### src/rtl/afc_pkg.sv
`timescale 1ns / 1ps
// ----------------------------------------------------------------------------
// afc_pkg: shared types and constants for the aspect fit contain block
// Field widths, operation and status codes, and the records that travel
// through the front end, the divider cells and the back end.
// ----------------------------------------------------------------------------
package afc_pkg;

	// extent and scale format
	localparam int EXTENT_BITS     = 16;
	localparam int SCALE_FRAC_BITS = 16;
	localparam int FUNC_W          = 3;
	localparam int STATUS_W        = 2;
	localparam int SCALE_W         = 32;
	localparam int OFS_W           = EXTENT_BITS - 1;
	localparam int PROD_W          = 2 * EXTENT_BITS;

	// dividend must hold a product of two extents or a scale numerator
	localparam int DVD_W = EXTENT_BITS +
		((EXTENT_BITS > SCALE_FRAC_BITS) ? EXTENT_BITS : SCALE_FRAC_BITS);
	// rounded quotient, one bit of headroom for the round-up
	localparam int QR_W  = DVD_W + 1;
	// one divider cell per quotient bit
	localparam int NUM_CELLS = DVD_W;

	// divider lanes: width (or ratio result), height, scale
	localparam int NUM_LANES = 3;
	localparam int LANE_W    = 0;
	localparam int LANE_H    = 1;
	localparam int LANE_S    = 2;

	// stream payload sizes
	localparam int IN_FIELDS_W  = 5 * EXTENT_BITS + 1;
	localparam int IN_DATA_W    = ((IN_FIELDS_W + 7) / 8) * 8;
	localparam int IN_USER_W    = 8;
	localparam int OUT_FIELDS_W = SCALE_W + 2 * EXTENT_BITS + 2 * OFS_W;
	localparam int OUT_DATA_W   = ((OUT_FIELDS_W + 7) / 8) * 8;
	localparam int OUT_USER_W   = 8;

	// operation codes
	localparam logic [FUNC_W-1:0] FN_SCALE = 3'd0;
	localparam logic [FUNC_W-1:0] FN_SIZE  = 3'd1;
	localparam logic [FUNC_W-1:0] FN_RECT  = 3'd2;
	localparam logic [FUNC_W-1:0] FN_WFH   = 3'd3;
	localparam logic [FUNC_W-1:0] FN_HFW   = 3'd4;

	// status codes
	localparam logic [STATUS_W-1:0] ST_OK         = 2'd0;
	localparam logic [STATUS_W-1:0] ST_ZERO_SRC   = 2'd1;
	localparam logic [STATUS_W-1:0] ST_ZERO_BOUND = 2'd2;
	localparam logic [STATUS_W-1:0] ST_RANGE      = 2'd3;

	typedef logic [EXTENT_BITS-1:0] ext_t;

	// one fit request as it enters
	typedef struct packed {
		logic [FUNC_W-1:0] func;
		ext_t              sw;
		ext_t              sh;
		ext_t              bw;
		ext_t              bh;
		logic              up;
		ext_t              g;
	} req_t;

	// control carried alongside the divider lanes
	typedef struct packed {
		logic [FUNC_W-1:0]   func;
		logic                func_ok;
		logic [STATUS_W-1:0] status;
		ext_t                bw;
		ext_t                bh;
	} side_t;

	// state of one restoring divider lane
	typedef struct packed {
		ext_t             dsr;
		ext_t             rem;
		logic [DVD_W-1:0] dvd;
		logic [DVD_W-1:0] quo;
	} lane_t;

	// contents of one divider cell
	typedef struct packed {
		side_t                   side;
		lane_t [NUM_LANES-1:0]   lane;
	} cell_t;

	// one result item
	typedef struct packed {
		logic [STATUS_W-1:0] status;
		logic [SCALE_W-1:0]  scale;
		ext_t                out_width;
		ext_t                out_height;
		logic [OFS_W-1:0]    offset_x;
		logic [OFS_W-1:0]    offset_y;
	} res_t;

endpackage

### src/rtl/afc_cell.sv
`timescale 1ns / 1ps
// ----------------------------------------------------------------------------
// afc_cell: one divider cell
// Takes one restoring division step on each of the three lanes and hands
// the partial quotients and remainders to the next cell.
// ----------------------------------------------------------------------------
module afc_cell
	import afc_pkg::*;
(
	input  logic  clk,
	input  logic  arst_n,
	input  logic  en,
	input  logic  in_valid,
	input  cell_t in_cell,
	output logic  out_valid,
	output cell_t out_cell
);

	logic  valid_q;
	cell_t cell_q;
	cell_t nxt;
	logic [EXTENT_BITS:0] shifted [NUM_LANES];
	logic [EXTENT_BITS:0] diff    [NUM_LANES];
	logic                 take    [NUM_LANES];

	// shift in the next dividend bit, subtract when it fits
	always_comb begin
		nxt.side = in_cell.side;
		for (int l = 0; l < NUM_LANES; l++) begin
			shifted[l] = {in_cell.lane[l].rem, in_cell.lane[l].dvd[DVD_W-1]};
			diff[l]    = shifted[l] - {1'b0, in_cell.lane[l].dsr};
			take[l]    = !diff[l][EXTENT_BITS];
			nxt.lane[l].dsr = in_cell.lane[l].dsr;
			nxt.lane[l].rem = take[l] ? diff[l][EXTENT_BITS-1:0]
			                          : shifted[l][EXTENT_BITS-1:0];
			nxt.lane[l].dvd = {in_cell.lane[l].dvd[DVD_W-2:0], 1'b0};
			nxt.lane[l].quo = {in_cell.lane[l].quo[DVD_W-2:0], take[l]};
		end
	end

	// cell valid
	always_ff @(posedge clk or negedge arst_n) begin
		if (!arst_n) begin
			valid_q <= 1'b0;
		end else if (en) begin
			valid_q <= in_valid;
		end
	end

	// cell payload
	always_ff @(posedge clk) begin
		if (en) begin
			cell_q <= nxt;
		end
	end

	assign out_valid = valid_q;
	assign out_cell  = cell_q;

endmodule

### config.mk
export PLATFORM = sky130hd
export DESIGN_NAME = afc_cell
export DESIGN_NICKNAME = d
export VERILOG_FILES = /design/src/rtl/afc_pkg.sv /design/src/rtl/afc_cell.sv
export SDC_FILE = /design/constraint.sdc
export NUM_CORES = 1
export LEC_CHECK = 0
export BUFFER_PORTS_ARGS = -buffer_cell sky130_fd_sc_hd__clkbuf_2
export CORE_AREA = 2 2 259 261
export CTS_BUF_LIST = sky130_fd_sc_hd__clkbuf_2 sky130_fd_sc_hd__clkbuf_4 sky130_fd_sc_hd__clkbuf_8
export CTS_CLUSTER_SIZE = 24
export DETAILED_ROUTE_END_ITERATION = 10
export DIE_AREA = 0 0 261 263
export GPL_TIMING_DRIVEN = 0
export PLACE_DENSITY = 0.39
export SYNTH_ARGS = -nofsm -noshare
export SYNTH_HDL_FRONTEND = slang
export SYNTH_SLANG_ARGS = --single-unit
### constraint.sdc
create_clock -name clk -period 1 [get_ports clk]
set_input_delay 0.1 -clock clk [delete_from_list [all_inputs] [get_ports clk]]
set_output_delay 0.1 -clock clk [all_outputs]
set_load 0.005 [all_outputs]
### Word-level counts from Yosys, hierarchy flattened

Index checks and enable logic that the tools add are counted.

| operators by class | value |
|---|---|
| add/sub/neg operators | 3 |
| multipliers | 0 |
| divide/modulo/power cells | 0 |
| magnitude comparators | 0 |
| equal/unequal tests | 0 |
| shift-type cells | 0 |
| multiplexer cells | 3 |
| bitwise gates (word level) | 0 |
| reductions and logical operators | 3 |

Operators with widths:

| cell | count |
|---|---|
| $sub A17 B16 Y17 | 3 |
| $mux W16 | 3 |
| $logic_not A1 Y1 | 3 |

| storage, ports and cells | value |
|---|---|
| bits in registers | 324 |
| bits in latches | 0 |
| memory bits (writable) | 0 |
| memory bits (read-only) | 0 |
| bits of input ports | 330 |
| logic and storage cells | 27 |
| memories kept | 0 |

### Depth between registers and ports, before layout

| logic depth | value |
|---|---|
| word-level depth | 2 |
| depth in mapped cells | 11 |

### Worst setup path before layout

Ideal clock, no wire load.

| timing path | value |
|---|---|
| path type | input to register |
| from | in in_cell[255] in the netlist's numbering |
| to | reg cell_q (netlist bit out_cell[264]), data pin |
| setup time | 0.260 ns |
| data arrival time | 2.284 ns |
| setup slack | -1.544 ns |
| stages | 10 |
| path buffers | 1 |
| cell sequence | inv_1 -> ha_1 -> fa_1 -> nand2b_1 -> a211o_1 -> nand2_1 -> a311oi_2 -> xnor2_2 -> buf_4 -> mux2_2 |

RTL lines:

| item | RTL line | text |
|---|---|---|
| start, declared | afc_cell.sv:14 | `input cell_t in_cell,` |
| end signal, assigned | afc_cell.sv:53 | `cell_q <= nxt;` |
| end, declared | afc_cell.sv:20 | `cell_t cell_q;` |

==> results.json <==
{
  "cts_tree": "built",
  "utilization_pct": 35.2,
  "period_minus_slack_ns": 1.85,
  "yosys_warnings": 0,
  "cts.sinks": 324,
  "status": "finished, violations left",
  "slew_headroom_pct": 60.3,
  "drive_above_1_share_pct": 49.2,
  "die_x_um": 261,
  "critPathArrivalTime_ns": 2.21,
  "p_leak_nw": 10.0,
  "clkTransAtPathRegs_ns": 0.05,
  "dieArea_sq_um": 68600,
  "reg2reg_to": "out_valid",
  "ys_types": 60,
  "wire_per_inst_um": 17.2,
  "dr.first_iter.drc_count": 428,
  "synth_ff_type": "edfxtp_1",
  "nFillCells": 6592,
  "final.setup.worst_slack_ns": -0.850,
  "h-tree-depth": 3,
  "powerDensity_nw_per_um2": 1640,
  "slew_violations": 0,
  "overflow": 0,
  "clk-insertion-delay-late_ns": 0.61,
  "start_util_pct": 19.7,
  "violations": "negative hold slack, negative setup slack",
  "via_per_inst": 3.86,
  "hold_depth": 1,
  "synth_top_cell_area_share_pct": 75.0,
  "hold_path_class": "input pin to flip-flop",
  "finalInstanceArea_sq_um": 23100,
  "cp-start-kind": "input pin",
  "cts_buffer_depth": 3,
  "cap_violations": 0,
  "fin_setup_tns_ns": -108.24,
  "reg2reg_slack_ns": 0.01,
  "core-area_sq_um": 65600,
  "finalNetCount": 2222,
  "fp.dieH_um": 263,
  "ant_nets": 0,
  "synth-seq-area-share_pct": 75.1,
  "syn_inst": 755,
  "seqPwrFrac_pct": 44.4,
  "clkPwrFrac_pct": 36.3,
  "required_ns": 1.36,
  "max_freq_ghz": 0.541,
  "crit_type": "input pin to flip-flop",
  "total_power_mw": 37.8,
  "grt_usage_pct": 13.2,
  "ys_seq_elements": 324,
  "placed_cells": 2274,
  "combPwrFrac_pct": 19.2,
  "final-setup-viol-count": 375,
  "grt_max_degree": 91,
  "rows": 94,
  "synth_top_area_cell": "edfxtp_1",
  "syn_to_final_growth_pct": 78.4,
  "cts_buffers": 67,
  "antenna_found_initial": 6,
  "worst_pin_slew_ns": 0.595,
  "post-route-drc-count": 0,
  "timing.hold.ws_ns": -0.283,
  "num_vias": 10643,
  "postPlaceCellArea_sq_um": 17600,
  "finalClockSkew_ns": 0,
  "avgSynthCellArea_sq_um": 17.1,
  "io_buffers": 650,
  "final_cells": 2758,
  "cts-root-buf": "clkbuf_8",
  "p_switching_mw": 9.83,
  "preCtsSetupSlack_ns": -2.16,
  "hpwl_um": 34300,
  "syn_area_sq_um": 12900,
  "rsz0062_at_grt": "yes",
  "fin_crit_sh_pct": 185,
  "ioPinCount": 657,
  "synth.area.top_cells": "edfxtp_1 (75%), ha_1 (4.6%), mux2_2 (2.3%)",
  "wirelength_um": 47400,
  "swShare_pct": 26.0,
  "min_to": "out_cell[176]",
  "first_global_vias": 11499,
  "reg2reg_from": "out_valid",
  "min-delay-start": "in_cell[176]",
  "ir_worst_vdd_uv": 880,
  "postSynth.asyncResetShare_pct": 0.309,
  "drt-pass1-iter-count": 4,
  "synth-edff-count": 323,
  "power.internal_mw": 28.0,
  "gp_congestion": 0.775,
  "grt_pass1_wl_um": 68100,
  "endpoint_kind": "flip-flop",
  "critPathMaxFanout": 9,
  "r2r_cells": 3,
  "hold_viol_final": 15
}
kinds of logic (layout without fill, tap and decap cells):
family	after synthesis	count (layout)	share of synthesized area (%)
AO/OA/AOI/OAI	129	129	6.84
XOR/XNOR	36	36	2.61
adder cells (fa/ha/maj)	51	51	5.11
buffers and inverters	76	1211	2.53
flip-flops	324	324	75.1
multiplexers	49	49	4.57
other	1	5	0.0290
AND/OR/NAND/NOR	89	89	3.16
cells in the mapped netlist, types with 3 or more instances:
cell / n
buf_2: 4
a211oi_1: 10
edfxtp_1: 323
nor2b_1: 8
nand4_1: 5
fa_1: 3
nor2_1: 30
inv_1: 59
buf_6: 3
o21a_1: 10
buf_4: 4
mux2i_1: 7
mux2_4: 13
a21oi_1: 33
o21bai_1: 4
o31a_1: 5
ha_1: 48
nand3_1: 6
nand2_1: 24
a21o_1: 10
xnor2_1: 21
o211ai_1: 3
o31ai_1: 3
xor2_1: 12
xnor2_2: 3
a31oi_1: 3
o21ai_0: 24
mux2_2: 27
a41oi_1: 3
clkbuf_1: 6
nor3_1: 6
cell type report:
class	count	area [sq um]	area share, %
Buffer	10	108	0.466
Antenna cell	2	5.00	0.0217
Sequential cell	324	9720	42.1
Clock buffer	90	1090	4.74
Tap cell	864	1080	4.68
Inverter	59	262	1.13
Timing Repair Buffer	1022	7180	31.1
Clock inverter	30	201	0.872
Multi-Input combinational cell	357	3430	14.9
metal layers:
layer	global-route usage, %	vias up	part of all wire [%]
met5	0	-	0.10
met4	5.56	8	3.1
li1	-	5061	-
met1	14.1	5070	37
met3	4.30	91	8.1
met2	23.7	413	51
flip-flops by register name (all words and copies together), names as in the netlist:
signal and count:
out_cell 323, out_valid 1
power by group through the flow:
stage | Sequential, mW | Combinational, mW | Clock, mW
after global routing | 16.9 | 7.89 | 15.0
after detailed placement | 17.1 | 5.39 | 0
after CTS | 16.8 | 7.09 | 14.5
after floorplan | 17.2 | 2.21 | 0
final | 16.8 | 7.28 | 13.7
after global placement | 17.3 | 5.35 | 0
layout by cell type, fill, tap and decap left out, drive strengths merged, types with 24 or more instances in the layout:
cell type / count
nor2: 30
mux2: 42
o21ai: 26
buf: 74
edfxtp: 323
clkbuf: 724
ha: 48
a21oi: 35
dlygate4sd3: 323
nand2: 24
xnor2: 24
inv: 64
what timing repair did:
item / CTS / global route
hold endpoints to repair: 385 / 67
cloned: 1 / 2
resized for setup: 65 / 76
buffers inserted: 32 / 11
pin swaps: 23 / 21
setup endpoints to repair: 488 / 431
hold buffers: 320 / 3
worst max path at each step:
stage / startpoint / endpoint / slack [ns] / cells after the start
after floorplan: in_cell[255] / out_cell[264] / -1.42 / 10
after global placement: en / out_valid / -6.21 / 2
after detailed placement: in_cell[159] / out_cell[169] / -2.16 / 11
after CTS: in_cell[185] / out_cell[166] / -0.84 / 12
after global routing: in_cell[81] / out_cell[75] / -0.86 / 10
final: in_cell[91] / out_cell[74] / -0.85 / 11
worst max-delay path, cell delays in order:
cell and delay (ns):
clkbuf_2 0.10, inv_2 0.04, ha_4 0.23, a21o_1 0.19, o21bai_4 0.17, a211oi_2 0.21
o21bai_1 0.12, a211oi_2 0.38, xnor2_4 0.19, buf_12 0.18, mux2_4 0.30
No activity file was read; power rests on OpenSTA's default activity.
