<file path="src/rtl/afc_pkg.sv">
`timescale 1ns / 1ps
// ----------------------------------------------------------------------------
// afc_pkg: shared types and constants for the aspect fit contain block
// Field widths, operation and status codes, and the records that travel
// through the front end, the divider cells and the back end.
// ----------------------------------------------------------------------------
package afc_pkg;

	// extent and scale format
	localparam int EXTENT_BITS     = 16;
	localparam int SCALE_FRAC_BITS = 16;
	localparam int FUNC_W          = 3;
	localparam int STATUS_W        = 2;
	localparam int SCALE_W         = 32;
	localparam int OFS_W           = EXTENT_BITS - 1;
	localparam int PROD_W          = 2 * EXTENT_BITS;

	// dividend must hold a product of two extents or a scale numerator
	localparam int DVD_W = EXTENT_BITS +
		((EXTENT_BITS > SCALE_FRAC_BITS) ? EXTENT_BITS : SCALE_FRAC_BITS);
	// rounded quotient, one bit of headroom for the round-up
	localparam int QR_W  = DVD_W + 1;
	// one divider cell per quotient bit
	localparam int NUM_CELLS = DVD_W;

	// divider lanes: width (or ratio result), height, scale
	localparam int NUM_LANES = 3;
	localparam int LANE_W    = 0;
	localparam int LANE_H    = 1;
	localparam int LANE_S    = 2;

	// stream payload sizes
	localparam int IN_FIELDS_W  = 5 * EXTENT_BITS + 1;
	localparam int IN_DATA_W    = ((IN_FIELDS_W + 7) / 8) * 8;
	localparam int IN_USER_W    = 8;
	localparam int OUT_FIELDS_W = SCALE_W + 2 * EXTENT_BITS + 2 * OFS_W;
	localparam int OUT_DATA_W   = ((OUT_FIELDS_W + 7) / 8) * 8;
	localparam int OUT_USER_W   = 8;

	// operation codes
	localparam logic [FUNC_W-1:0] FN_SCALE = 3'd0;
	localparam logic [FUNC_W-1:0] FN_SIZE  = 3'd1;
	localparam logic [FUNC_W-1:0] FN_RECT  = 3'd2;
	localparam logic [FUNC_W-1:0] FN_WFH   = 3'd3;
	localparam logic [FUNC_W-1:0] FN_HFW   = 3'd4;

	// status codes
	localparam logic [STATUS_W-1:0] ST_OK         = 2'd0;
	localparam logic [STATUS_W-1:0] ST_ZERO_SRC   = 2'd1;
	localparam logic [STATUS_W-1:0] ST_ZERO_BOUND = 2'd2;
	localparam logic [STATUS_W-1:0] ST_RANGE      = 2'd3;

	typedef logic [EXTENT_BITS-1:0] ext_t;

	// one fit request as it enters
	typedef struct packed {
		logic [FUNC_W-1:0] func;
		ext_t              sw;
		ext_t              sh;
		ext_t              bw;
		ext_t              bh;
		logic              up;
		ext_t              g;
	} req_t;

	// control carried alongside the divider lanes
	typedef struct packed {
		logic [FUNC_W-1:0]   func;
		logic                func_ok;
		logic [STATUS_W-1:0] status;
		ext_t                bw;
		ext_t                bh;
	} side_t;

	// state of one restoring divider lane
	typedef struct packed {
		ext_t             dsr;
		ext_t             rem;
		logic [DVD_W-1:0] dvd;
		logic [DVD_W-1:0] quo;
	} lane_t;

	// contents of one divider cell
	typedef struct packed {
		side_t                   side;
		lane_t [NUM_LANES-1:0]   lane;
	} cell_t;

	// one result item
	typedef struct packed {
		logic [STATUS_W-1:0] status;
		logic [SCALE_W-1:0]  scale;
		ext_t                out_width;
		ext_t                out_height;
		logic [OFS_W-1:0]    offset_x;
		logic [OFS_W-1:0]    offset_y;
	} res_t;

endpackage

</file>
<file path="src/rtl/afc_front.sv">
`timescale 1ns / 1ps
// ----------------------------------------------------------------------------
// afc_front: request preparation
// Registers the request, forms the cross products, picks the limiting ratio
// and loads the three divider lanes with dividends and divisors.
// ----------------------------------------------------------------------------
module afc_front
	import afc_pkg::*;
(
	input  logic  clk,
	input  logic  arst_n,
	input  logic  en,
	input  logic  in_valid,
	input  req_t  in_req,
	output logic  out_valid,
	output cell_t out_cell
);

	logic        valid_s1, valid_s2, valid_s3, valid_s4;
	req_t        req_s1, req_s2, req_s3;
	logic [PROD_W-1:0] pa_s2, pb_s2;
	ext_t        num_s3, den_s3;
	logic [STATUS_W-1:0] status_s3;
	logic        func_ok_s3;
	cell_t       cell_s4;

	logic        le;
	logic        up_eff;
	ext_t        num_sel, den_sel;
	ext_t        num_c, den_c;
	logic [STATUS_W-1:0] status_c;
	logic        ratio;
	ext_t        mul_a, mul_b, dsr0;
	logic [PROD_W-1:0] prod0, prod1;
	cell_t       cell_c;

	// valid pipeline
	always_ff @(posedge clk or negedge arst_n) begin
		if (!arst_n) begin
			valid_s1 <= 1'b0;
			valid_s2 <= 1'b0;
			valid_s3 <= 1'b0;
			valid_s4 <= 1'b0;
		end else if (en) begin
			valid_s1 <= in_valid;
			valid_s2 <= valid_s1;
			valid_s3 <= valid_s2;
			valid_s4 <= valid_s3;
		end
	end

	// limiting ratio, upscale cap and early status
	always_comb begin
		le      = (pa_s2 <= pb_s2);
		num_sel = le ? req_s2.bw : req_s2.bh;
		den_sel = le ? req_s2.sw : req_s2.sh;
		up_eff  = req_s2.up || (req_s2.func == FN_RECT);
		if (!up_eff && (num_sel > den_sel)) begin
			num_c = EXTENT_BITS'(1);
			den_c = EXTENT_BITS'(1);
		end else begin
			num_c = num_sel;
			den_c = den_sel;
		end
		if ((req_s2.sw == '0) || (req_s2.sh == '0))
			status_c = ST_ZERO_SRC;
		else if ((req_s2.func == FN_WFH) || (req_s2.func == FN_HFW))
			status_c = ST_OK;
		else if ((req_s2.bw == '0) || (req_s2.bh == '0))
			status_c = ST_ZERO_BOUND;
		else
			status_c = ST_OK;
	end

	// lane operands: width lane also serves the two ratio operations
	always_comb begin
		ratio = (req_s3.func == FN_WFH) || (req_s3.func == FN_HFW);
		mul_a = ratio ? req_s3.g : num_s3;
		mul_b = ratio ? ((req_s3.func == FN_WFH) ? req_s3.sw : req_s3.sh) : req_s3.sw;
		dsr0  = ratio ? ((req_s3.func == FN_WFH) ? req_s3.sh : req_s3.sw) : den_s3;
		prod0 = PROD_W'(mul_a) * PROD_W'(mul_b);
		prod1 = PROD_W'(req_s3.sh) * PROD_W'(num_s3);

		cell_c.side.func    = req_s3.func;
		cell_c.side.func_ok = func_ok_s3;
		cell_c.side.status  = status_s3;
		cell_c.side.bw      = req_s3.bw;
		cell_c.side.bh      = req_s3.bh;

		cell_c.lane[LANE_W].dsr = dsr0;
		cell_c.lane[LANE_W].rem = '0;
		cell_c.lane[LANE_W].dvd = DVD_W'(prod0);
		cell_c.lane[LANE_W].quo = '0;

		cell_c.lane[LANE_H].dsr = den_s3;
		cell_c.lane[LANE_H].rem = '0;
		cell_c.lane[LANE_H].dvd = DVD_W'(prod1);
		cell_c.lane[LANE_H].quo = '0;

		cell_c.lane[LANE_S].dsr = den_s3;
		cell_c.lane[LANE_S].rem = '0;
		cell_c.lane[LANE_S].dvd = DVD_W'(num_s3) << SCALE_FRAC_BITS;
		cell_c.lane[LANE_S].quo = '0;
	end

	// payload pipeline
	always_ff @(posedge clk) begin
		if (en) begin
			req_s1     <= in_req;
			req_s2     <= req_s1;
			pa_s2      <= PROD_W'(req_s1.bw) * PROD_W'(req_s1.sh);
			pb_s2      <= PROD_W'(req_s1.bh) * PROD_W'(req_s1.sw);
			req_s3     <= req_s2;
			num_s3     <= num_c;
			den_s3     <= den_c;
			status_s3  <= status_c;
			func_ok_s3 <= (req_s2.func <= FN_HFW);
			cell_s4    <= cell_c;
		end
	end

	assign out_valid = valid_s4;
	assign out_cell  = cell_s4;

endmodule

</file>
<file path="config.mk">
export PLATFORM = sky130hd
export DESIGN_NAME = afc_front
export DESIGN_NICKNAME = d
export VERILOG_FILES = /design/src/rtl/afc_pkg.sv /design/src/rtl/afc_front.sv
export SDC_FILE = /design/constraint.sdc
export NUM_CORES = 2
export LEC_CHECK = 0
export CORE_UTILIZATION = 68
export CTS_BUF_LIST = sky130_fd_sc_hd__clkbuf_8
export DETAILED_ROUTE_END_ITERATION = 10
export DONT_BUFFER_PORTS = 1
export PLACE_DENSITY = 0.94
export SYNTH_ARGS = -nofsm -noshare
export SYNTH_HDL_FRONTEND = slang
export SYNTH_SLANG_ARGS = --single-unit
</file>
<file path="constraint.sdc">
create_clock -name clk -period 9.9 [get_ports clk]
set_input_delay 0 -clock clk [delete_from_list [all_inputs] [get_ports clk]]
set_output_delay 0 -clock clk [all_outputs]
set_load 0.01 [all_outputs]
</file>
== After elaboration in Yosys (flattened, before gate mapping) ==
Index checks and enable logic that the tools add are counted.
Cells by class
  multiply operators: 4
  $lt $le $gt $ge: 3
  eq/ne operators: 5
  muxes and demuxes: 9
  reductions and logical operators: 12
Operator list (count)
  multiplier 16 x 16 -> 32 bit: 4
  2-to-1 mux 16 bit: 7
  zero test 16 bit: 4
  <= comparator 32 bit: 1
  greater-than comparator 16 bit: 1
  equality test 3 x 2 -> 1 bit, second input constant: 3
  equality test 3 bit, second input constant: 2
  logical OR 1 bit: 5
  <= comparator 3 bit, second input constant: 1
  2-to-1 mux 2 bit: 1
  OR reduction 2 bit: 1
  logical AND 1 bit: 1
  zero test 1 bit: 1
  2-to-1 mux 1 bit: 1
Storage, ports and cells
  bits in registers: 504
  bits of input ports: 88
  output and inout bits: 327
  word-level logic and storage cells: 74

== Logic depth before layout (Yosys ltp) ==
  depth after elaboration: 4
  mapped depth: 30
  mapped depth without buffers: 27

== Least setup slack after synthesis ==
Ideal clock, no wire load.
  path kind: reg-to-reg
  start: register req_s3, in the netlist cell_c[323]
  end: register cell_s4, in the netlist out_cell[57], data pin
  library setup time: 0.259 ns
  data arrival time: 7.009 ns
  data required time: 9.641 ns
  path slack: 2.631 ns
  stages on the path, launching flop included: 30
  path buffers: 4
  clock period less this slack: 7.269 ns
  cell sequence: edfxtp_1 nor3b_1 buf_2 or2_1 buf_2 buf_2 clkbuf_1 nand2_1 nand2_1 nand2_1 fa_1 inv_1 fa_1 inv_1 fa_1 inv_1 fa_1 fa_1 inv_1 fa_1 inv_1 ha_1 and2_2 a221oi_4 o21ai_2 a21o_1 a21o_1 a221o_1 a41o_1 xor2_1
RTL lines
  start, declared: RTL line afc_front.sv:20  | req_t req_s1, req_s2, req_s3;
  start signal, assigned: RTL line afc_front.sv:113  | req_s3 <= req_s2;
  end signal, assigned: RTL line afc_front.sv:118  | cell_s4 <= cell_c;
  end, declared: RTL line afc_front.sv:25  | cell_t cell_s4;

==> flow_metrics.env <==
export IMPL_track_usage_pct=36.0
export IMPL_met3RoutedLength_um=14600
export IMPL_drt_iter0_drc=3288
export IMPL_regArea_um2=15100
export IMPL_yosysWarnings=0
export IMPL_max_clock_path_buffers=3
export IMPL_fin_crit_ps=8710
export IMPL_vias=37000
export IMPL_syn_area_um2=52800
export IMPL_drv_cap=0
export IMPL_synth_seq_area_share_pct=28.6
export IMPL_place_hpwl_um=101000
export IMPL_critPathKind="register to register"
export IMPL_ant_nets=0
export IMPL_ys_flop_type="edfxtp_1"
export IMPL_violations="slew limit"
export IMPL_rows=101
export IMPL_max_freq_mhz=115
export IMPL_fin_setup_tns_ps=0
export IMPL_crit_buf_inv=6
export IMPL_path_clk_slew_ps=70
export IMPL_tightest_slew_ps=2430
export IMPL_synth_common_cells="991 x inv_1, 776 x fa_1, 719 x nand2_1"
export IMPL_min_path_type="input pin to async pin"
export IMPL_cts_tree="yes"
export IMPL_finalHoldViolations=0
export IMPL_synth_top_area_cell="fa_1"
export IMPL_htreeDepth=3
export IMPL_grt_pass1_vias=39900
export IMPL_netlist_area_leader_share_pct=29.4
export IMPL_synth_most_common_cell="inv_1"
export IMPL_wl_met1_um=46800
export IMPL_worst_endpoint_required_ps=10490
export IMPL_synth_async_sr_flop_share_pct=0.794
export IMPL_grt_pass1_wl_um=214000
export IMPL_viasPerCell=5.95
export IMPL_cts_sinks=504
export IMPL_routabilityCongestion=0.957
export IMPL_syn_area_per_cell_um2=10.5
export IMPL_wl_met2_um=67500
export IMPL_port_buffers=0
export IMPL_pre_cts_slack_ps=1540
export IMPL_start_kind="register"
export IMPL_grt_max_degree=505
export IMPL_cts_setup_buffers=0
export IMPL_slew_headroom_pct=-62.1
export IMPL_cp_arrival_ps=9300
export IMPL_ys_ff_latch=504
export IMPL_setup_viol=0
export IMPL_critPathTopFamily="adder cells"
export IMPL_crit_top_cell="fa_1"
export IMPL_clock_latency_ps=740
export IMPL_area_growth_pct=6.96
export IMPL_first_pass_iters=6
export IMPL_status="finished, violations left"
export IMPL_synthTopCellsByArea="fa_1 29%, edfxtp_1 28%, ha_1 11%, inv_1 7.0%, nand2_1 5.1%"
export IMPL_nets=6452
export IMPL_skew_ps=40.4
export IMPL_cpMaxStageDelayCell="mux2i_1"
export IMPL_syn_inst=5021
export IMPL_wirelength_um=139000
export IMPL_finalCritPeriodShare_pct=87.9
export IMPL_synth_edff_count=500
export IMPL_drc=0
export IMPL_holdBufCountCts=175
export IMPL_layout_setup_ws_ps=1190
export IMPL_fillers=4815
export IMPL_crit_path_max_fanout=46
export IMPL_ios=415
export IMPL_cp_end_kind="register"
export IMPL_topRoutingLayerUsed="met5"
export IMPL_gr_total_overflow=0
export IMPL_die_h_um=281
export IMPL_multi_input_area_um2=32600
export IMPL_fp_coreArea_um2=76300
export IMPL_fin_util_pct=74.0
export IMPL_cts_made_buffers=85
export IMPL_dieArea_um2=78700
export IMPL_cts_resized=0
export IMPL_maxSlewViolCount=421
export IMPL_antenna_found_initial=8
export IMPL_rsz0062_at_grt="no"
export IMPL_die_w_um=281
export IMPL_cts_root_buf="clkbuf_8"
export IMPL_avgRoutedWirePerCell_um=22.4
export IMPL_critPathMaxStageDelay_ps=920
export IMPL_synth_cell_types=80
export IMPL_drive_above_1_share_pct=3.76
export IMPL_start_util_pct=69.2
## final timing paths
check | to | cells after the start | from | slack (ps)
min | valid_s3 | 2 | arst_n | 110
min in group clk | req_s1[23] | 1 | en | 110
max | out_cell[60] | 25 | cell_c[324] | 1190
min reg2reg | out_cell[292] | 0 | cell_c[292] | 400
max in group asynchronous | valid_s1 | 2 | arst_n | 9600
max reg2reg | out_cell[60] | 25 | cell_c[324] | 1190
## registers in the layout, summed over array words and instances (netlist names)
signal and count:
req_s3 48, pa_s2 32, status_s3 2, valid_s3 1, cell_c 35, valid_s2 1
out_valid 1, out_cell 150, func_ok_s3 1, req_s2 84, num_s3 16, req_s1 84
den_s3 16, pb_s2 32, valid_s1 1
## per-stage QoR
step | area, um^2 | hold WS, ps | cells
2_1_floorplan | 53400 | -296 | 5180
3_3_place_gp | 52900 | -296 | 5889
3_5_place_dp | 52900 | -296 | 5889
4_1_cts | 56400 | -572 | 6215
5_1_grt | 56500 | 94.2 | 6220
6_report | 56500 | 106 | 6221
## cell usage in the layout (no fill, tap or decap), types with 62 or more instances in the layout
cell,count
mux2i_1,62
a21oi_1,109
conb_1,160
fa_1,776
nor2_1,196
a21o_1,71
ha_1,464
and2_1,312
inv_1,1003
edfxtp_1,500
clkbuf_8,88
xnor2_1,80
nand2_1,719
dlygate4sd3_1,176
## layout make-up
cell class	count	area share, %
multi-input cells	3333	57.7
flip-flops and latches	504	26.8
inverters	991	6.59
repair buffers	209	3.63
well taps	1030	2.28
clock buffers	88	2.15
clock inverters	63	0.906
diodes	3	0.0133
## layer usage
metal  track usage [%]  vias up
met1              41.2    18300
met4              23.0        6
met2              60.0     2426
met5                 0        -
li1                  -    15600
met3              9.51      698
## logic make-up (layout without fill, tap and decap cells)
logic type               Yosys count  in the layout  synth area share, %
buffers and inverters           1343           1351                 10.9
AND/OR/NAND/NOR                 1373           1373                 11.9
XOR/XNOR                         113            113                 1.87
AO/OA/AOI/OAI                    367            367                 4.76
flip-flops                       504            504                 28.6
adder cells (fa/ha/maj)         1240           1240                 40.4
other                              1            163              0.00710
multiplexers                      80             80                 1.56
Power is not shown: default switching activity piles up to over one toggle a cycle in this logic, so the estimate is an artifact.
