**src/rtl/afc_pkg.sv**
```systemverilog
`timescale 1ns / 1ps
// ----------------------------------------------------------------------------
// afc_pkg: shared types and constants for the aspect fit contain block
// Field widths, operation and status codes, and the records that travel
// through the front end, the divider cells and the back end.
// ----------------------------------------------------------------------------
package afc_pkg;

	// extent and scale format
	localparam int EXTENT_BITS     = 16;
	localparam int SCALE_FRAC_BITS = 16;
	localparam int FUNC_W          = 3;
	localparam int STATUS_W        = 2;
	localparam int SCALE_W         = 32;
	localparam int OFS_W           = EXTENT_BITS - 1;
	localparam int PROD_W          = 2 * EXTENT_BITS;

	// dividend must hold a product of two extents or a scale numerator
	localparam int DVD_W = EXTENT_BITS +
		((EXTENT_BITS > SCALE_FRAC_BITS) ? EXTENT_BITS : SCALE_FRAC_BITS);
	// rounded quotient, one bit of headroom for the round-up
	localparam int QR_W  = DVD_W + 1;
	// one divider cell per quotient bit
	localparam int NUM_CELLS = DVD_W;

	// divider lanes: width (or ratio result), height, scale
	localparam int NUM_LANES = 3;
	localparam int LANE_W    = 0;
	localparam int LANE_H    = 1;
	localparam int LANE_S    = 2;

	// stream payload sizes
	localparam int IN_FIELDS_W  = 5 * EXTENT_BITS + 1;
	localparam int IN_DATA_W    = ((IN_FIELDS_W + 7) / 8) * 8;
	localparam int IN_USER_W    = 8;
	localparam int OUT_FIELDS_W = SCALE_W + 2 * EXTENT_BITS + 2 * OFS_W;
	localparam int OUT_DATA_W   = ((OUT_FIELDS_W + 7) / 8) * 8;
	localparam int OUT_USER_W   = 8;

	// operation codes
	localparam logic [FUNC_W-1:0] FN_SCALE = 3'd0;
	localparam logic [FUNC_W-1:0] FN_SIZE  = 3'd1;
	localparam logic [FUNC_W-1:0] FN_RECT  = 3'd2;
	localparam logic [FUNC_W-1:0] FN_WFH   = 3'd3;
	localparam logic [FUNC_W-1:0] FN_HFW   = 3'd4;

	// status codes
	localparam logic [STATUS_W-1:0] ST_OK         = 2'd0;
	localparam logic [STATUS_W-1:0] ST_ZERO_SRC   = 2'd1;
	localparam logic [STATUS_W-1:0] ST_ZERO_BOUND = 2'd2;
	localparam logic [STATUS_W-1:0] ST_RANGE      = 2'd3;

	typedef logic [EXTENT_BITS-1:0] ext_t;

	// one fit request as it enters
	typedef struct packed {
		logic [FUNC_W-1:0] func;
		ext_t              sw;
		ext_t              sh;
		ext_t              bw;
		ext_t              bh;
		logic              up;
		ext_t              g;
	} req_t;

	// control carried alongside the divider lanes
	typedef struct packed {
		logic [FUNC_W-1:0]   func;
		logic                func_ok;
		logic [STATUS_W-1:0] status;
		ext_t                bw;
		ext_t                bh;
	} side_t;

	// state of one restoring divider lane
	typedef struct packed {
		ext_t             dsr;
		ext_t             rem;
		logic [DVD_W-1:0] dvd;
		logic [DVD_W-1:0] quo;
	} lane_t;

	// contents of one divider cell
	typedef struct packed {
		side_t                   side;
		lane_t [NUM_LANES-1:0]   lane;
	} cell_t;

	// one result item
	typedef struct packed {
		logic [STATUS_W-1:0] status;
		logic [SCALE_W-1:0]  scale;
		ext_t                out_width;
		ext_t                out_height;
		logic [OFS_W-1:0]    offset_x;
		logic [OFS_W-1:0]    offset_y;
	} res_t;

endpackage

```
**src/rtl/afc_back.sv**
```systemverilog
`timescale 1ns / 1ps
// ----------------------------------------------------------------------------
// afc_back: rounding and result assembly
// Rounds each quotient half up, then applies the minimum of one, the range
// check, scale saturation and the centring offsets.
// ----------------------------------------------------------------------------
module afc_back
	import afc_pkg::*;
(
	input  logic  clk,
	input  logic  arst_n,
	input  logic  en,
	input  logic  in_valid,
	input  cell_t in_cell,
	output logic  out_valid,
	output res_t  out_res
);

	localparam int SX_W = (QR_W > SCALE_W) ? QR_W : SCALE_W + 1;

	logic  valid_s1;
	side_t side_s1;
	logic [QR_W-1:0] qr_s1 [NUM_LANES];
	logic [QR_W-1:0] qr_c  [NUM_LANES];

	logic [QR_W-1:0] w_val, h_val;
	logic            w_big, h_big;
	logic [SX_W-1:0] sx;
	logic [EXTENT_BITS:0] dw, dh;
	res_t res;

	// round half up: remainder at least half the divisor
	always_comb begin
		for (int l = 0; l < NUM_LANES; l++) begin
			qr_c[l] = {1'b0, in_cell.lane[l].quo} +
				QR_W'({in_cell.lane[l].rem, 1'b0} >= {1'b0, in_cell.lane[l].dsr});
		end
	end

	// valid stage
	always_ff @(posedge clk or negedge arst_n) begin
		if (!arst_n) begin
			valid_s1 <= 1'b0;
		end else if (en) begin
			valid_s1 <= in_valid;
		end
	end

	// rounded quotients
	always_ff @(posedge clk) begin
		if (en) begin
			side_s1 <= in_cell.side;
			for (int l = 0; l < NUM_LANES; l++) begin
				qr_s1[l] <= qr_c[l];
			end
		end
	end

	// result selection
	always_comb begin
		w_val = (qr_s1[LANE_W] == '0) ? QR_W'(1) : qr_s1[LANE_W];
		h_val = (qr_s1[LANE_H] == '0) ? QR_W'(1) : qr_s1[LANE_H];
		w_big = |w_val[QR_W-1:EXTENT_BITS];
		h_big = |h_val[QR_W-1:EXTENT_BITS];
		sx    = SX_W'(qr_s1[LANE_S]);
		dw    = {1'b0, side_s1.bw} - {1'b0, w_val[EXTENT_BITS-1:0]};
		dh    = {1'b0, side_s1.bh} - {1'b0, h_val[EXTENT_BITS-1:0]};

		res = '0;
		if (!side_s1.func_ok) begin
			res = '0;
		end else if (side_s1.status != ST_OK) begin
			res.status = side_s1.status;
		end else if ((side_s1.func == FN_WFH) || (side_s1.func == FN_HFW)) begin
			if (w_big)
				res.status = ST_RANGE;
			else if (side_s1.func == FN_WFH)
				res.out_width = w_val[EXTENT_BITS-1:0];
			else
				res.out_height = w_val[EXTENT_BITS-1:0];
		end else if ((side_s1.func != FN_SCALE) && (w_big || h_big)) begin
			res.status = ST_RANGE;
		end else begin
			res.scale = (sx > SX_W'({SCALE_W{1'b1}})) ? {SCALE_W{1'b1}}
			                                          : sx[SCALE_W-1:0];
			if (side_s1.func != FN_SCALE) begin
				res.out_width  = w_val[EXTENT_BITS-1:0];
				res.out_height = h_val[EXTENT_BITS-1:0];
			end
			if (side_s1.func == FN_RECT) begin
				res.offset_x = dw[EXTENT_BITS] ? '0 : dw[EXTENT_BITS-1:1];
				res.offset_y = dh[EXTENT_BITS] ? '0 : dh[EXTENT_BITS-1:1];
			end
		end
	end

	assign out_valid = valid_s1;
	assign out_res   = res;

endmodule

```
**config.mk**
```make
export PLATFORM = sky130hd
export DESIGN_NAME = afc_back
export DESIGN_NICKNAME = d
export VERILOG_FILES = /design/src/rtl/afc_pkg.sv /design/src/rtl/afc_back.sv
export SDC_FILE = /design/constraint.sdc
export NUM_CORES = 1
export LEC_CHECK = 0
export BUFFER_PORTS_ARGS = -buffer_cell sky130_fd_sc_hd__buf_4
export CAP_MARGIN = 10
export CELL_PAD_IN_SITES_DETAIL_PLACEMENT = 0
export CELL_PAD_IN_SITES_GLOBAL_PLACEMENT = 1
export CORE_AREA = 4 4 153 191
export DETAILED_ROUTE_END_ITERATION = 8
export DIE_AREA = 0 0 157 195
export PLACE_DENSITY = 0.84
export SLEW_MARGIN = 20
export SYNTH_ARGS = -nofsm -noshare
export SYNTH_HDL_FRONTEND = slang
export SYNTH_SLANG_ARGS = --single-unit
```
**constraint.sdc**
```tcl
create_clock -name clk -period 4.5 [get_ports clk]
set_input_delay 0.225 -clock clk [delete_from_list [all_inputs] [get_ports clk]]
set_output_delay 0.225 -clock clk [all_outputs]
set_load 0.005 [all_outputs]
```
# ---- Word level (Yosys, flattened, before mapping)
# Memory sizes are Yosys's and may differ from the RTL's.
# Index checks and enable logic that the tools add are counted.
dict set report word_totals {
  out_inout_bits 97
  input_bits 330
  ff_bits 39
  mem_count 1
  ramBits 99
  wordCells 50
}
dict set report classes {
  n_eq_ne 3
  n_reduce_logical 9
  n_mux 22
  n_addsub 5
  order_cmp 4
}
# name depth word_bits read_ports rd_ports_with_merged_regs write_ports line_no
set memory_table {}
lappend memory_table {qr_s1 3 33 3 0 3 afc_back.sv:23} ;# logic [QR_W-1:0] qr_s1 [NUM_LANES];
# operator count
set ops {}
lappend ops {{$mux W94} 2}
lappend ops {{$mux W32} 5}
lappend ops {{$add A32 B1 Y33} 3}
lappend ops {{$mux W96} 1}
lappend ops {{$logic_not A33 Y1} 2}
lappend ops {{$mux W33} 2}
lappend ops {{$mux W30} 2}
lappend ops {{$ge A17 B16 Y1} 3}
lappend ops {{$reduce_or A17 Y1} 2}
lappend ops {{$sub A16 B16 Y17} 2}
lappend ops {{$gt A33 B32 Y1 const B} 1}
lappend ops {{$mux W16} 2}
lappend ops {{$mux W15} 2}
lappend ops {{$mux W2} 4}
lappend ops {{$eq A3 B2 Y1 const B} 2}
lappend ops {{$eq A3 B3 Y1 const B} 1}
lappend ops {{$reduce_bool A3 Y1} 1}
lappend ops {{$logic_or A1 B1 Y1} 2}
lappend ops {{$mux W1} 2}
lappend ops {{$reduce_bool A2 Y1} 1}
lappend ops {{$logic_and A1 B1 Y1} 1}

# ---- Longest topological paths before layout
# Gate-level depths: netlist of the first run.
dict set report logic_depth {
  depth_word 9
  ltp_mapped 21
  depth_no_buf 20
}

# ---- Worst setup path before layout of the first run
# OpenSTA, ideal clock, no wires.
dict set report synth_timing {
  path_type {reg-to-output}
  startpoint {mem qr_s1[0][29] (netlist name)}
  endpoint {out out_res[18] (netlist name)}
  required_time_ps 4275
  arrival_time_ps 3443
  path_slack_ps 832
  path_buffers 2
  stages_incl_launch_ff 18
  cell_sequence {edfxtp_1 > or3_1 > or3_1 > clkbuf_1 > nor3_1 > nor2_1 > nor2_1 > fa_1 > nand2b_1 > a21oi_1 > o21bai_1 > a21oi_1 > o2111ai_1 > a31oi_1 > o21a_1 > o21ai_1 > buf_2 > nor2_1}
}
# item line_no
set synth_lines {}
lappend synth_lines {{start: declaration} afc_back.sv:23}
lappend synth_lines {{end: declaration} afc_back.sv:16} ;# output res_t out_res

==> summary.txt, run 1 <==
Final layout
  • Fillers: between 2,000 and 3,000
  • Layout cells sized above 1: 28.3%
  • Nets: about 1,800
  • Area Overhead vs Synth: 42.1%
  • Most common cell after layout, fill and taps aside: buf_4
  • Commonest non-fill, non-tap cells in the layout: buf_4, nor2_1, edfxtp_1

Yosys
  • Syn Nets: 1,392
  • EDFF count, synth: about 140
  • Synth Area in Compound Gates: 9.61%
  • Synth Area in Adders: a little under an eighth
  • Synth Area in Simple Gates: about 20%
  • Largest family of logic cells by synthesized area: simple AND/OR/NAND/NOR gates
  • Synth Instances: 973
  • Async S/R FF share, synth: 0.725%
  • Warnings, synthesis: 0
  • Sequential area share after synthesis: 43.7%
  • Unique masters post-synth: 54
  • Synthesized cell area: between 9000 and 10,000 µm²
  • Fraction of synthesized area in multiplexers: 0.119%
  • Post-synthesis xor/xnor area fraction: between 10% and 20%
  • Yosys reg bits: 138
  • Syn Area/Cell: approximately 9.7 µm²
  • Main flop type after synthesis: edfxtp_1

Route
  • Max layer used: met5
  • Wl on met1: approximately 11,000 µm
  • Vias: around 8,400
  • DR WL met2: between 15,000 and 20,000 µm
  • ANT nets after route: 0
  • Final WL: around 29,000 µm
  • # DRC: 0
  • Initial DRC count: 343
  • DR WL met3: approximately 2300 µm
  • Number of iterations in the first detailed-routing pass: 5
  • Detailed-route wire length per cell: ~17 µm
  • Routed vias/inst: approximately 4.9

Clock tree
  • H-tree Lvls: 4
  • Clk sinks: approximately 140
  • CTS tree: yes
  • Longest Clk Path Bufs: 2
  • Root buffer cell: clkbuf_16
  • Clock Pin Slew Worst Setup and Hold Paths: about 0.06 ns
  • Worst skew pair latency: 0.42 ns
  • Total CTS buffers: 17

Floorplan
  • Area of the die: approximately 31,000 µm²
  • Starting Density: approximately 34%
  • Number of core rows: slightly below 70
  • DIE HEIGHT: between 150 and 200 µm
  • Core area: ~27,000 µm²
  • Die width: approximately 160 µm
  • I/O Pins: approximately 430

Global routing
  • Vias in the first global route: 8,548
  • First-pass GRT wire length: roughly 44,000 µm
  • Overflow after GRT: 0
  • Largest net degree at the start of global routing: 113
  • Initial antenna violation count: 3
  • GRT Resource Usage Total: a little under a fifth

Power and ir drop
  • Comb power frac: 20.5%
  • Sw power: a little over 1 mW
  • Pleak: 6.00 nW
  • Total Power: around 3.9 mW
  • Sequential share of power: about two fifths
  • Int Pwr: between 2 and 3 mW
  • Switching Fraction: 26.9%
  • Clk pwr share: around 38%
  • Worst vdd ir: 0.176 mV
  • Power per cell area: around 290 nW/µm²

Setup path
  • Worst EP arrival: roughly 4.0 ns
  • FF-to-FF path depth: 1
  • Startpoint Class: flip-flop
  • Worst-path maximum fanout: 15
  • Flop2flop setup slack: 3.75 ns
  • Crit path launch: qr_s1[0][29]
  • Worst setup EP type: output port
  • CP Cell Sequence: or3_1 -> or3_1 -> nor3_4 -> nor2_1 -> nor2_1 -> fa_1 -> nand2b_1 -> a21oi_1 -> o21bai_1 -> a21oi_2 -> o2111ai_2 -> a31oi_1 -> o21a_1 -> o21ai_1 -> buf_6 -> nor3_1 -> buf_4
  • CP Class: flip-flop to output port
  • Worst reg2reg path startpoint: out_valid
  • Worst path slowest cell: or3_1
  • Critical path capture point: out_res[28]
  • WP data required: around 4.3 ns
  • Critical R2R Capture: out_valid
  • Max incr delay on CP: between 0.4 and 0.5 ns

Timing
  • Final Hold Fails: 0
  • Hold WS: 0.0556 ns
  • TNS Setup: 0 ns
  • Fmax: between 200 and 250 MHz
  • Worst-Margin Slew: 1.05 ns
  • Tmin final: 4.22 ns
  • Relative slew slack: a little under a third
  • Tcrit/Tclk final: approximately 94%
  • Fin Clk Skew: 0 ns
  • Max Slew Vio Count: 0
  • # setup viols final: 0

Place
  • GP Congestion: 0.845
  • HPWL Detailed: ~24,000 µm
  • Number of port buffers: 330

Run
  • Max_cap viols: 0

Run status
  • Status: finished clean

Worst hold path
  • Worst hold path type: primary input to flip-flop
Yosys cell counts (all sizes together), types with 3 or more instances:
library cell / number / area share [%]
a2111oi: 3 / 0.28
o21a: 10 / 0.79
a31oi: 7 / 0.62
and4: 5 / 0.46
and2: 5 / 0.33
inv: 86 / 3.4
buf: 3 / 0.16
a211oi: 5 / 0.45
nor3: 17 / 0.95
nand2: 61 / 2.4
edfxtp: 137 / 43
or3: 6 / 0.40
xnor2: 72 / 6.7
nand3: 45 / 2.4
a21o: 16 / 1.3
o21ai: 25 / 1.3
nand4: 19 / 1.3
a22oi: 15 / 1.2
a21oi: 39 / 2.1
and3: 29 / 1.9
nand2b: 7 / 0.46
ha: 87 / 12
xor2: 41 / 3.8
nor2: 145 / 5.8
nor4: 33 / 2.2
clkbuf: 18 / 0.71
nor2b: 12 / 0.79
logic make-up (layout without fill, tap and decap cells):
| logic type | count (synthesis) | after routing |
|---|---|---|
| xor gates and xnor gates | 113 | 113 |
| and+or+nand+nor | 389 | 389 |
| muxes | 1 | 1 |
| buffers and inverters | 107 | 500 |
| other | 0 | 1 |
| DFF | 138 | 138 |
| adders and majority gates | 89 | 89 |
| AOI/OAI and AO/OA | 136 | 136 |
flip-flops by register name, summed over array words and instances (netlist names):
register,flops
out_valid,1
side_s1,38
qr_s1,99
how the worst min path moves through the flow:
stage          cells past startpoint     start        end  slack, ns
6_report                           2  in_valid  out_valid       0.06
5_1_grt                            2  in_valid  out_valid       0.05
4_1_cts                            2  in_valid  out_valid       0.04
3_5_place_dp                       1    arst_n  out_valid      0.002
3_3_place_gp                       1    arst_n  out_valid     0.0009
2_1_floorplan                      0    arst_n  out_valid      -0.07
metal layers:
layer | vias to the layer above | GRT usage (%)
met5 | - | 0
met4 | 4 | 5.02
met3 | 25 | 5.19
met2 | 274 | 34.3
met1 | 3859 | 19.8
li1 | 4244 | -
metrics by stage:
stage / setup WS (ns) / util [%] / cell area, µm² / instances
2_1_floorplan: 0.832 / - / 9460 / 973
3_3_place_gp: 0.456 / 45.1 / 12400 / 1644
3_5_place_dp: 0.389 / 45.1 / 12400 / 1644
4_1_cts: 0.0325 / 48.7 / 13400 / 1715
5_1_grt: -0.0172 / 48.9 / 13400 / 1717
6_report: 0.279 / 48.9 / 13400 / 1717
layout make-up:
class / count / area [µm²] / share of cell area [%]
flip-flops and latches: 138 / 4140 / 30.8
clock buffers: 17 / 425 / 3.16
multi-input cells: 728 / 4950 / 36.8
clock inverters: 15 / 189 / 1.41
inverters: 86 / 323 / 2.40
diodes: 1 / 2.50 / 0.0186
repair buffers: 382 / 2980 / 22.2
well taps: 350 / 438 / 3.26
worst max-delay path: cells and delay by family, from the launching register on:
family	cells	cell delay (ns)
AOI/OAI and AO/OA	7	1.13
buffers and inverters	2	0.32
adders and majority gates	1	0.22
DFF	1	0.36
and+or+nand+nor	7	1.54
power groups by stage:
stage,clock [mW],sequential (mW),combinational [mW]
4_1_cts,1.50,1.61,0.790
6_report,1.46,1.60,0.793
2_1_floorplan,0,1.60,0.434
3_3_place_gp,0,1.63,0.747
3_5_place_dp,0,1.63,0.758
5_1_grt,1.56,1.61,0.888
what timing repair did:
| action | in CTS | in global routing |
|---|---|---|
| endpoints found under the hold margin | 39 | 0 |
| setup buffers | 0 | 0 |
| hold buffers | 39 | 0 |
| gates resized for setup | 0 | 6 |
| setup endpoints to repair | 0 | 15 |
(Power assumes the default switching activity.)
==> run 2: changes to the inputs <==
--- a/config.mk
+++ b/config.mk
@@ -5,14 +5,15 @@
 export SDC_FILE = /design/constraint.sdc
 export NUM_CORES = 1
 export LEC_CHECK = 0
+export ABC_AREA = 1
 export BUFFER_PORTS_ARGS = -buffer_cell sky130_fd_sc_hd__buf_4
 export CAP_MARGIN = 10
 export CELL_PAD_IN_SITES_DETAIL_PLACEMENT = 0
 export CELL_PAD_IN_SITES_GLOBAL_PLACEMENT = 1
-export CORE_AREA = 4 4 153 191
+export CORE_AREA = 4 4 157 197
 export DETAILED_ROUTE_END_ITERATION = 8
-export DIE_AREA = 0 0 157 195
-export PLACE_DENSITY = 0.84
+export DIE_AREA = 0 0 161 201
+export PLACE_DENSITY = 0.85
 export SLEW_MARGIN = 20
 export SYNTH_ARGS = -nofsm -noshare
 export SYNTH_HDL_FRONTEND = slang
==> summary.txt, run 2 <==
Power and ir drop
  • Worst vdd ir: between 0.15 and 0.2 mV
  • Pleak: around 6.6 nW
  • Sequential share of power: a little over two fifths
  • Comb power frac: a little under a quarter
  • Clk pwr share: about a third
  • Switching Fraction: 28.8%
  • Power per cell area: approximately 270 nW/µm²
  • Sw power: 1.07 mW
  • Total Power: ~3.7 mW
  • Int Pwr: roughly 2.6 mW

Setup path
  • Worst EP arrival: just under 4 ns
  • CP Class: flip-flop to output port
  • Max incr delay on CP: between 0.4 and 0.5 ns
  • Most used cell, CP: nand3_1
  • Startpoint Class: flip-flop
  • Worst Path Buf+Inv: 5
  • Top delay family on crit path: simple AND/OR/NAND/NOR gates
  • Worst-path maximum fanout: 15
  • Worst setup EP type: output port
  • CP Cell Sequence: buf_4 -> or2_2 -> nor2_1 -> nand3_1 -> o21bai_1 -> buf_4 -> nand2_1 -> inv_1 -> fa_1 -> inv_1 -> nand3_1 -> nand2_1 -> a21oi_1 -> o21ai_1 -> nand3_1 -> o2111ai_1 -> nand3_1 -> nor3b_1 -> buf_4
  • WP data required: ~4.3 ns
  • Worst path slowest cell: nand3_1

Floorplan
  • Area of the die: 32,400 µm²
  • Core area: around 29,000 µm²
  • I/O Pins: ~430
  • Number of core rows: 70
  • Starting Density: about a third
  • DIE HEIGHT: about 200 µm
  • Die width: ~160 µm

Clock tree
  • Clk sinks: 138
  • # resized after CTS: 0
  • Longest Clk Path Bufs: 2
  • H-tree Lvls: 4
  • CTS tree: yes
  • Clock Pin Slew Worst Setup and Hold Paths: around 0.060 ns
  • Root buffer cell: clkbuf_16
  • Worst skew pair latency: 0.41 ns
  • Total CTS buffers: 17

Yosys
  • Sequential area share after synthesis: around two fifths
  • Post-synth top cells: nor2_1, nand2_1, inv_1
  • Async S/R FF share, synth: less than 1%
  • Most frequent cell after synthesis: nor2_1
  • Main flop type after synthesis: edfxtp_1
  • Synth Area in Simple Gates: approximately a quarter
  • Post-synthesis xor/xnor area fraction: ~8.7%
  • Synth Area in Compound Gates: between 6 and 7%
  • Top post-synthesis cells by area: edfxtp_1, ha_1, nor2_1, nand2_1, inv_1
  • Synth Instances: around 1,200
  • Unique masters post-synth: 48
  • Synth Area in Adders: a little under an eighth
  • Largest family of logic cells by synthesized area: simple AND/OR/NAND/NOR gates
  • Synthesized cell area: 10,000 µm²
  • Warnings, synthesis: 0
  • Yosys reg bits: ~140
  • Syn Nets: 1,611
  • Area fraction of the dominant cell type after synthesis: about 41%
  • EDFF count, synth: roughly 140
  • Fraction of synthesized area in multiplexers: less than 1%
  • Cell accounting for the most synthesized area: edfxtp_1
  • Syn Area/Cell: 8.40 µm²

Final layout
  • Nets: between 1,500 and 2,000
  • Commonest non-fill, non-tap cells in the layout: buf_4, nor2_1, nand2_1
  • Max FFs per register: 99
  • Register area: around 4100 µm²
  • Most common cell after layout, fill and taps aside: buf_4
  • Fillers: 2,845
  • Area Overhead vs Synth: 38.8%
  • Layout cells sized above 1: approximately 25%
  • Largest Register: qr_s1
  • Multi-input gate area: between 5000 and 6000 µm²
  • Post-route insts no fill: 1,980

Route
  • Final WL: 29,300 µm
  • # DRC: 0
  • Routed vias/inst: ~4.6
  • DR WL met3: about 1900 µm
  • DR WL met2: around 15,000 µm
  • Vias: between 9,000 and 10,000
  • Max layer used: met4
  • Initial DRC count: 299
  • Number of iterations in the first detailed-routing pass: 5
  • ANT nets after route: 0
  • Detailed-route wire length per cell: approximately 15 µm
  • Wl on met1: 11,500 µm

Run
  • Max_cap viols: 0

Global routing
  • GRT Resource Usage Total: 17.8%
  • Overflow after GRT: 0
  • First-pass GRT wire length: about 46,000 µm
  • Largest net degree at the start of global routing: 85
  • Initial antenna violation count: 2
  • Vias in the first global route: 9,419

Timing
  • TNS Setup: 0 ns
  • Fmax: roughly 250 MHz
  • Worst-Margin Slew: about 1.0 ns
  • Max Slew Vio Count: 0
  • # setup viols final: 0
  • Tmin final: a little over 4 ns
  • Tcrit/Tclk final: between 90% and 100%
  • Relative slew slack: a little over 30%
  • Fin Clk Skew: 0 ns
  • RSZ-0062 raised after global routing: false
  • Final Hold Fails: 0
  • Hold WS: ~0.046 ns

Place
  • GP Congestion: between 0.8 and 0.9
  • HPWL Detailed: roughly 25,000 µm
  • Cell total after placement: about 1,900
  • Number of port buffers: between 300 and 400

Run status
  • Status: finished clean

Worst hold path
  • Worst hold path type: primary input to flip-flop
==> run 2: final timing paths <==
kind / start / to / slack, ns / depth (start not counted)
setup / recovery: qr_s1[0][1] / out_res[16] / 0.42 / 19
hold / removal: in_valid / out_valid / 0.05 / 2
setup reg to reg: out_valid / out_valid / 3.75 / 1
hold reg to reg: out_valid / out_valid / 0.52 / 1
max in group asynchronous: arst_n / out_valid / 4.30 / 2
min in group asynchronous: arst_n / out_valid / 0.12 / 2
==> run 2: metal layers <==
| metal | track usage (%) | vias to the layer above |
|---|---|---|
| met5 | 0 | - |
| met4 | 6.10 | 0 |
| met3 | 4.87 | 46 |
| met2 | 32.5 | 253 |
| met1 | 19.8 | 4101 |
| li1 | - | 4689 |
==> run 2: cells by family (layout without fill, tap and decap cells) <==
kind of cell / Yosys count / in the layout
AOI/OAI and AO/OA: 112 / 112
and+or+nand+nor: 573 / 573
DFF: 138 / 138
other: 0 / 2
muxes: 1 / 1
adders and majority gates: 89 / 89
xor gates and xnor gates: 100 / 100
buffers and inverters: 179 / 569
==> run 2: area by class of cell <==
type	instances	area share [%]
Timing Repair Buffer	372	20.9
Antenna cell	2	0.0360
Clock buffer	18	3.09
Tap cell	396	3.56
Inverter	165	4.46
Multi-Input combinational cell	875	37.4
Sequential cell	138	29.8
Clock inverter	14	0.801
==> run 2: per-stage QoR <==
step                      instance area (µm²)  setup slack, ns  util (%)
final                                   13900            0.422      47.8
after global placement                  13000            0.898      44.6
after detailed placement                13000            0.863      44.6
after CTS                               13900            0.407      47.8
after global routing                    13900           0.0584      47.8
after floorplan                         10000             1.56         -
==> run 2: what timing repair did <==
item	in CTS	in global routing
hold endpoints to repair	39	0
hold buffers	39	0
setup endpoints to repair	0	0
buffers inserted	0	0
==> run 2: power groups by stage <==
stage          sequential, mW  clock (mW)  combinational [mW]
2_1_floorplan            1.59           0               0.469
3_3_place_gp             1.62           0               0.798
3_5_place_dp             1.63           0               0.811
4_1_cts                  1.60        1.32               0.844
5_1_grt                  1.61        1.39               0.953
6_report                 1.60        1.29               0.840
==> run 3: changes to the inputs <==
--- a/config.mk
+++ b/config.mk
@@ -9,11 +9,12 @@
 export BUFFER_PORTS_ARGS = -buffer_cell sky130_fd_sc_hd__buf_4
 export CAP_MARGIN = 10
 export CELL_PAD_IN_SITES_DETAIL_PLACEMENT = 0
-export CELL_PAD_IN_SITES_GLOBAL_PLACEMENT = 1
-export CORE_AREA = 4 4 157 197
+export CELL_PAD_IN_SITES_GLOBAL_PLACEMENT = 2
+export CORE_AREA = 4 4 178 223
 export DETAILED_ROUTE_END_ITERATION = 8
-export DIE_AREA = 0 0 161 201
+export DIE_AREA = 0 0 182 227
 export PLACE_DENSITY = 0.85
+export RECOVER_POWER = 50
 export SLEW_MARGIN = 20
 export SYNTH_ARGS = -nofsm -noshare
 export SYNTH_HDL_FRONTEND = slang
==> summary.txt, run 3 (synthesized netlist as in run 2, its figures left out) <==
Clock tree
  • Worst skew pair latency: ~0.43 ns
  • H-tree Lvls: 4
  • Clock Pin Slew Worst Setup and Hold Paths: approximately 0.080 ns
  • Total CTS buffers: 17
  • Root buffer cell: clkbuf_16
  • CTS tree: yes
  • Longest Clk Path Bufs: 2
  • Clk sinks: around 140

Timing
  • RSZ-0062 raised after global routing: false
  • Hold WS: just over 0.09 ns
  • Relative slew slack: -171%
  • Worst-Margin Slew: 4.07 ns
  • Fmax: approximately 250 MHz
  • Tmin final: 4.02 ns
  • Max Slew Vio Count: slightly above 70
  • # setup viols final: 0
  • TNS Setup: 0 ns
  • Final Hold Fails: 0
  • Fin worst setup slack: about 0.48 ns
  • Tcrit/Tclk final: around nine tenths
  • Fin Clk Skew: 0 ns

Final layout
  • Most common cell after layout, fill and taps aside: buf_4
  • Final core utilization: 37.8%
  • Register area: between 4000 and 5000 µm²
  • Area Overhead vs Synth: 40.5%
  • Design area: ~14,000 µm²
  • Fillers: 3,889
  • Layout cells sized above 1: between 20% and 30%
  • Commonest non-fill, non-tap cells in the layout: buf_4, nor2_1, nand2_1
  • Max FFs per register: slightly below 100
  • Multi-input gate area: 5200 µm²
  • Nets: approximately 2,000
  • Post-route insts no fill: between 2,000 and 2,500
  • Largest Register: qr_s1

Setup path
  • Worst setup EP type: output port
  • Worst-path maximum fanout: 15
  • Startpoint Class: flip-flop
  • WP data required: between 4 and 5 ns
  • Worst EP arrival: roughly 3.8 ns
  • CP Class: flip-flop to output port

Route
  • Number of iterations in the first detailed-routing pass: 4
  • ANT nets after route: 0
  • Vias: around 9,100
  • Final WL: between 30,000 and 40,000 µm
  • # DRC: 0
  • Detailed-route wire length per cell: around 15 µm
  • Routed vias/inst: 4.38
  • Initial DRC count: 273

Place
  • Pre-CTS setup slack: roughly 0.86 ns
  • Cell total after placement: between 1,500 and 2,000
  • GP Congestion: roughly 0.84
  • Number of port buffers: 330
  • Area after DPL: about 13,000 µm²
  • HPWL Detailed: approximately 27,000 µm

Power and ir drop
  • Worst vdd ir: ~0.26 mV
  • Int Pwr: 2.69 mW
  • Pleak: approximately 6.7 nW
  • Comb power frac: 21.8%
  • Total Power: slightly below 4 mW
  • Sw power: 1.17 mW
  • Switching Fraction: a little under a third
  • Sequential share of power: approximately two fifths
  • Clk pwr share: ~37%
  • Power per cell area: approximately 270 nW/µm²

Run
  • Max_cap viols: 1

Global routing
  • Vias in the first global route: ~9,600
  • First-pass GRT wire length: between 40,000 and 50,000 µm
  • Largest net degree at the start of global routing: 71
  • GRT Resource Usage Total: 15.1%
  • Initial antenna violation count: 3
  • Overflow after GRT: 0

Run status
  • Status: finished with violations
  • Failing checks: capacitance limit, slew limit

Worst hold path
  • Worst hold path type: primary input to flip-flop

Floorplan
  • Number of core rows: 79
  • Starting Density: 26.9%
  • Core area: roughly 37,000 µm²
  • Area of the die: between 40,000 and 50,000 µm²
  • DIE HEIGHT: between 200 and 250 µm
  • Die width: approximately 180 µm
  • I/O Pins: between 400 and 500
run 3: changes by cell type in the layout (fill, tap and decap cells not counted), moves of 2 or more:
cell,before,now
inv_8,0,6
clkbuf_4,0,42
buf_4,331,291
clkinv_8,0,3
clkinvlp_4,2,0
clkinv_4,3,0
run 3: repair_timing:
item,4_1_cts,5_1_grt
buffers inserted,0,0
endpoints found under the hold margin,40,0
setup endpoints to repair,0,0
hold buffers,40,0
gates resized for setup,0,0
run 3: path summary, 6_finish.rpt:
path                              startpoint           end  slack [ns]  cells after the start
worst max-delay path             qr_s1[0][4]   out_res[16]        0.48                     19
worst max register to register     out_valid     out_valid        3.75                      1
min in group asynchronous             arst_n     out_valid        0.13                      2
worst min-delay path            in_cell[221]  qr_s1[0][95]        0.09                      2
worst min register to register     out_valid     out_valid        0.51                      1
max in group asynchronous             arst_n     out_valid        4.29                      2
run 3: area by class of cell:
| type | count | area share, % |
|---|---|---|
| inverters | 165 | 4.40 |
| repair buffers | 375 | 20.7 |
| well taps | 486 | 4.32 |
| diodes | 2 | 0.0356 |
| clock buffers | 17 | 3.02 |
| multi-input cells | 875 | 36.9 |
| clock inverters | 15 | 1.20 |
| flip-flops and latches | 138 | 29.4 |
run 3: power by group through the flow:
stage | Clock [mW] | Sequential, mW | Combinational [mW]
detailed placement | 0 | 1.62 | 0.822
finish | 1.42 | 1.60 | 0.841
floorplan | 0 | 1.59 | 0.469
global route | 1.53 | 1.61 | 0.963
CTS | 1.47 | 1.59 | 0.856
global placement | 0 | 1.62 | 0.814
run 3: critical path, stage by stage, from the launching register on:
cell       delay (ns)
edfxtp_1         0.41
nor2_1           0.07
nand2_1          0.06
nor2_1           0.04
nand3_1          0.07
o21bai_1         0.06
buf_4            0.15
nand2_1          0.07
inv_1            0.05
fa_1             0.36
inv_1            0.09
nand3_1          0.07
nand2_1          0.11
a21oi_1          0.10
o21ai_1          0.36
nand3_1          0.12
o2111ai_1        0.11
nand3_1          0.47
nor3b_1          0.41
buf_4            0.17
run 3: metal layers:
layer	routed length (µm)	global-route usage, %
met5	13	0
met4	537	4.19
met3	1870	3.76
met2	17100	28.8
met1	12300	16.5
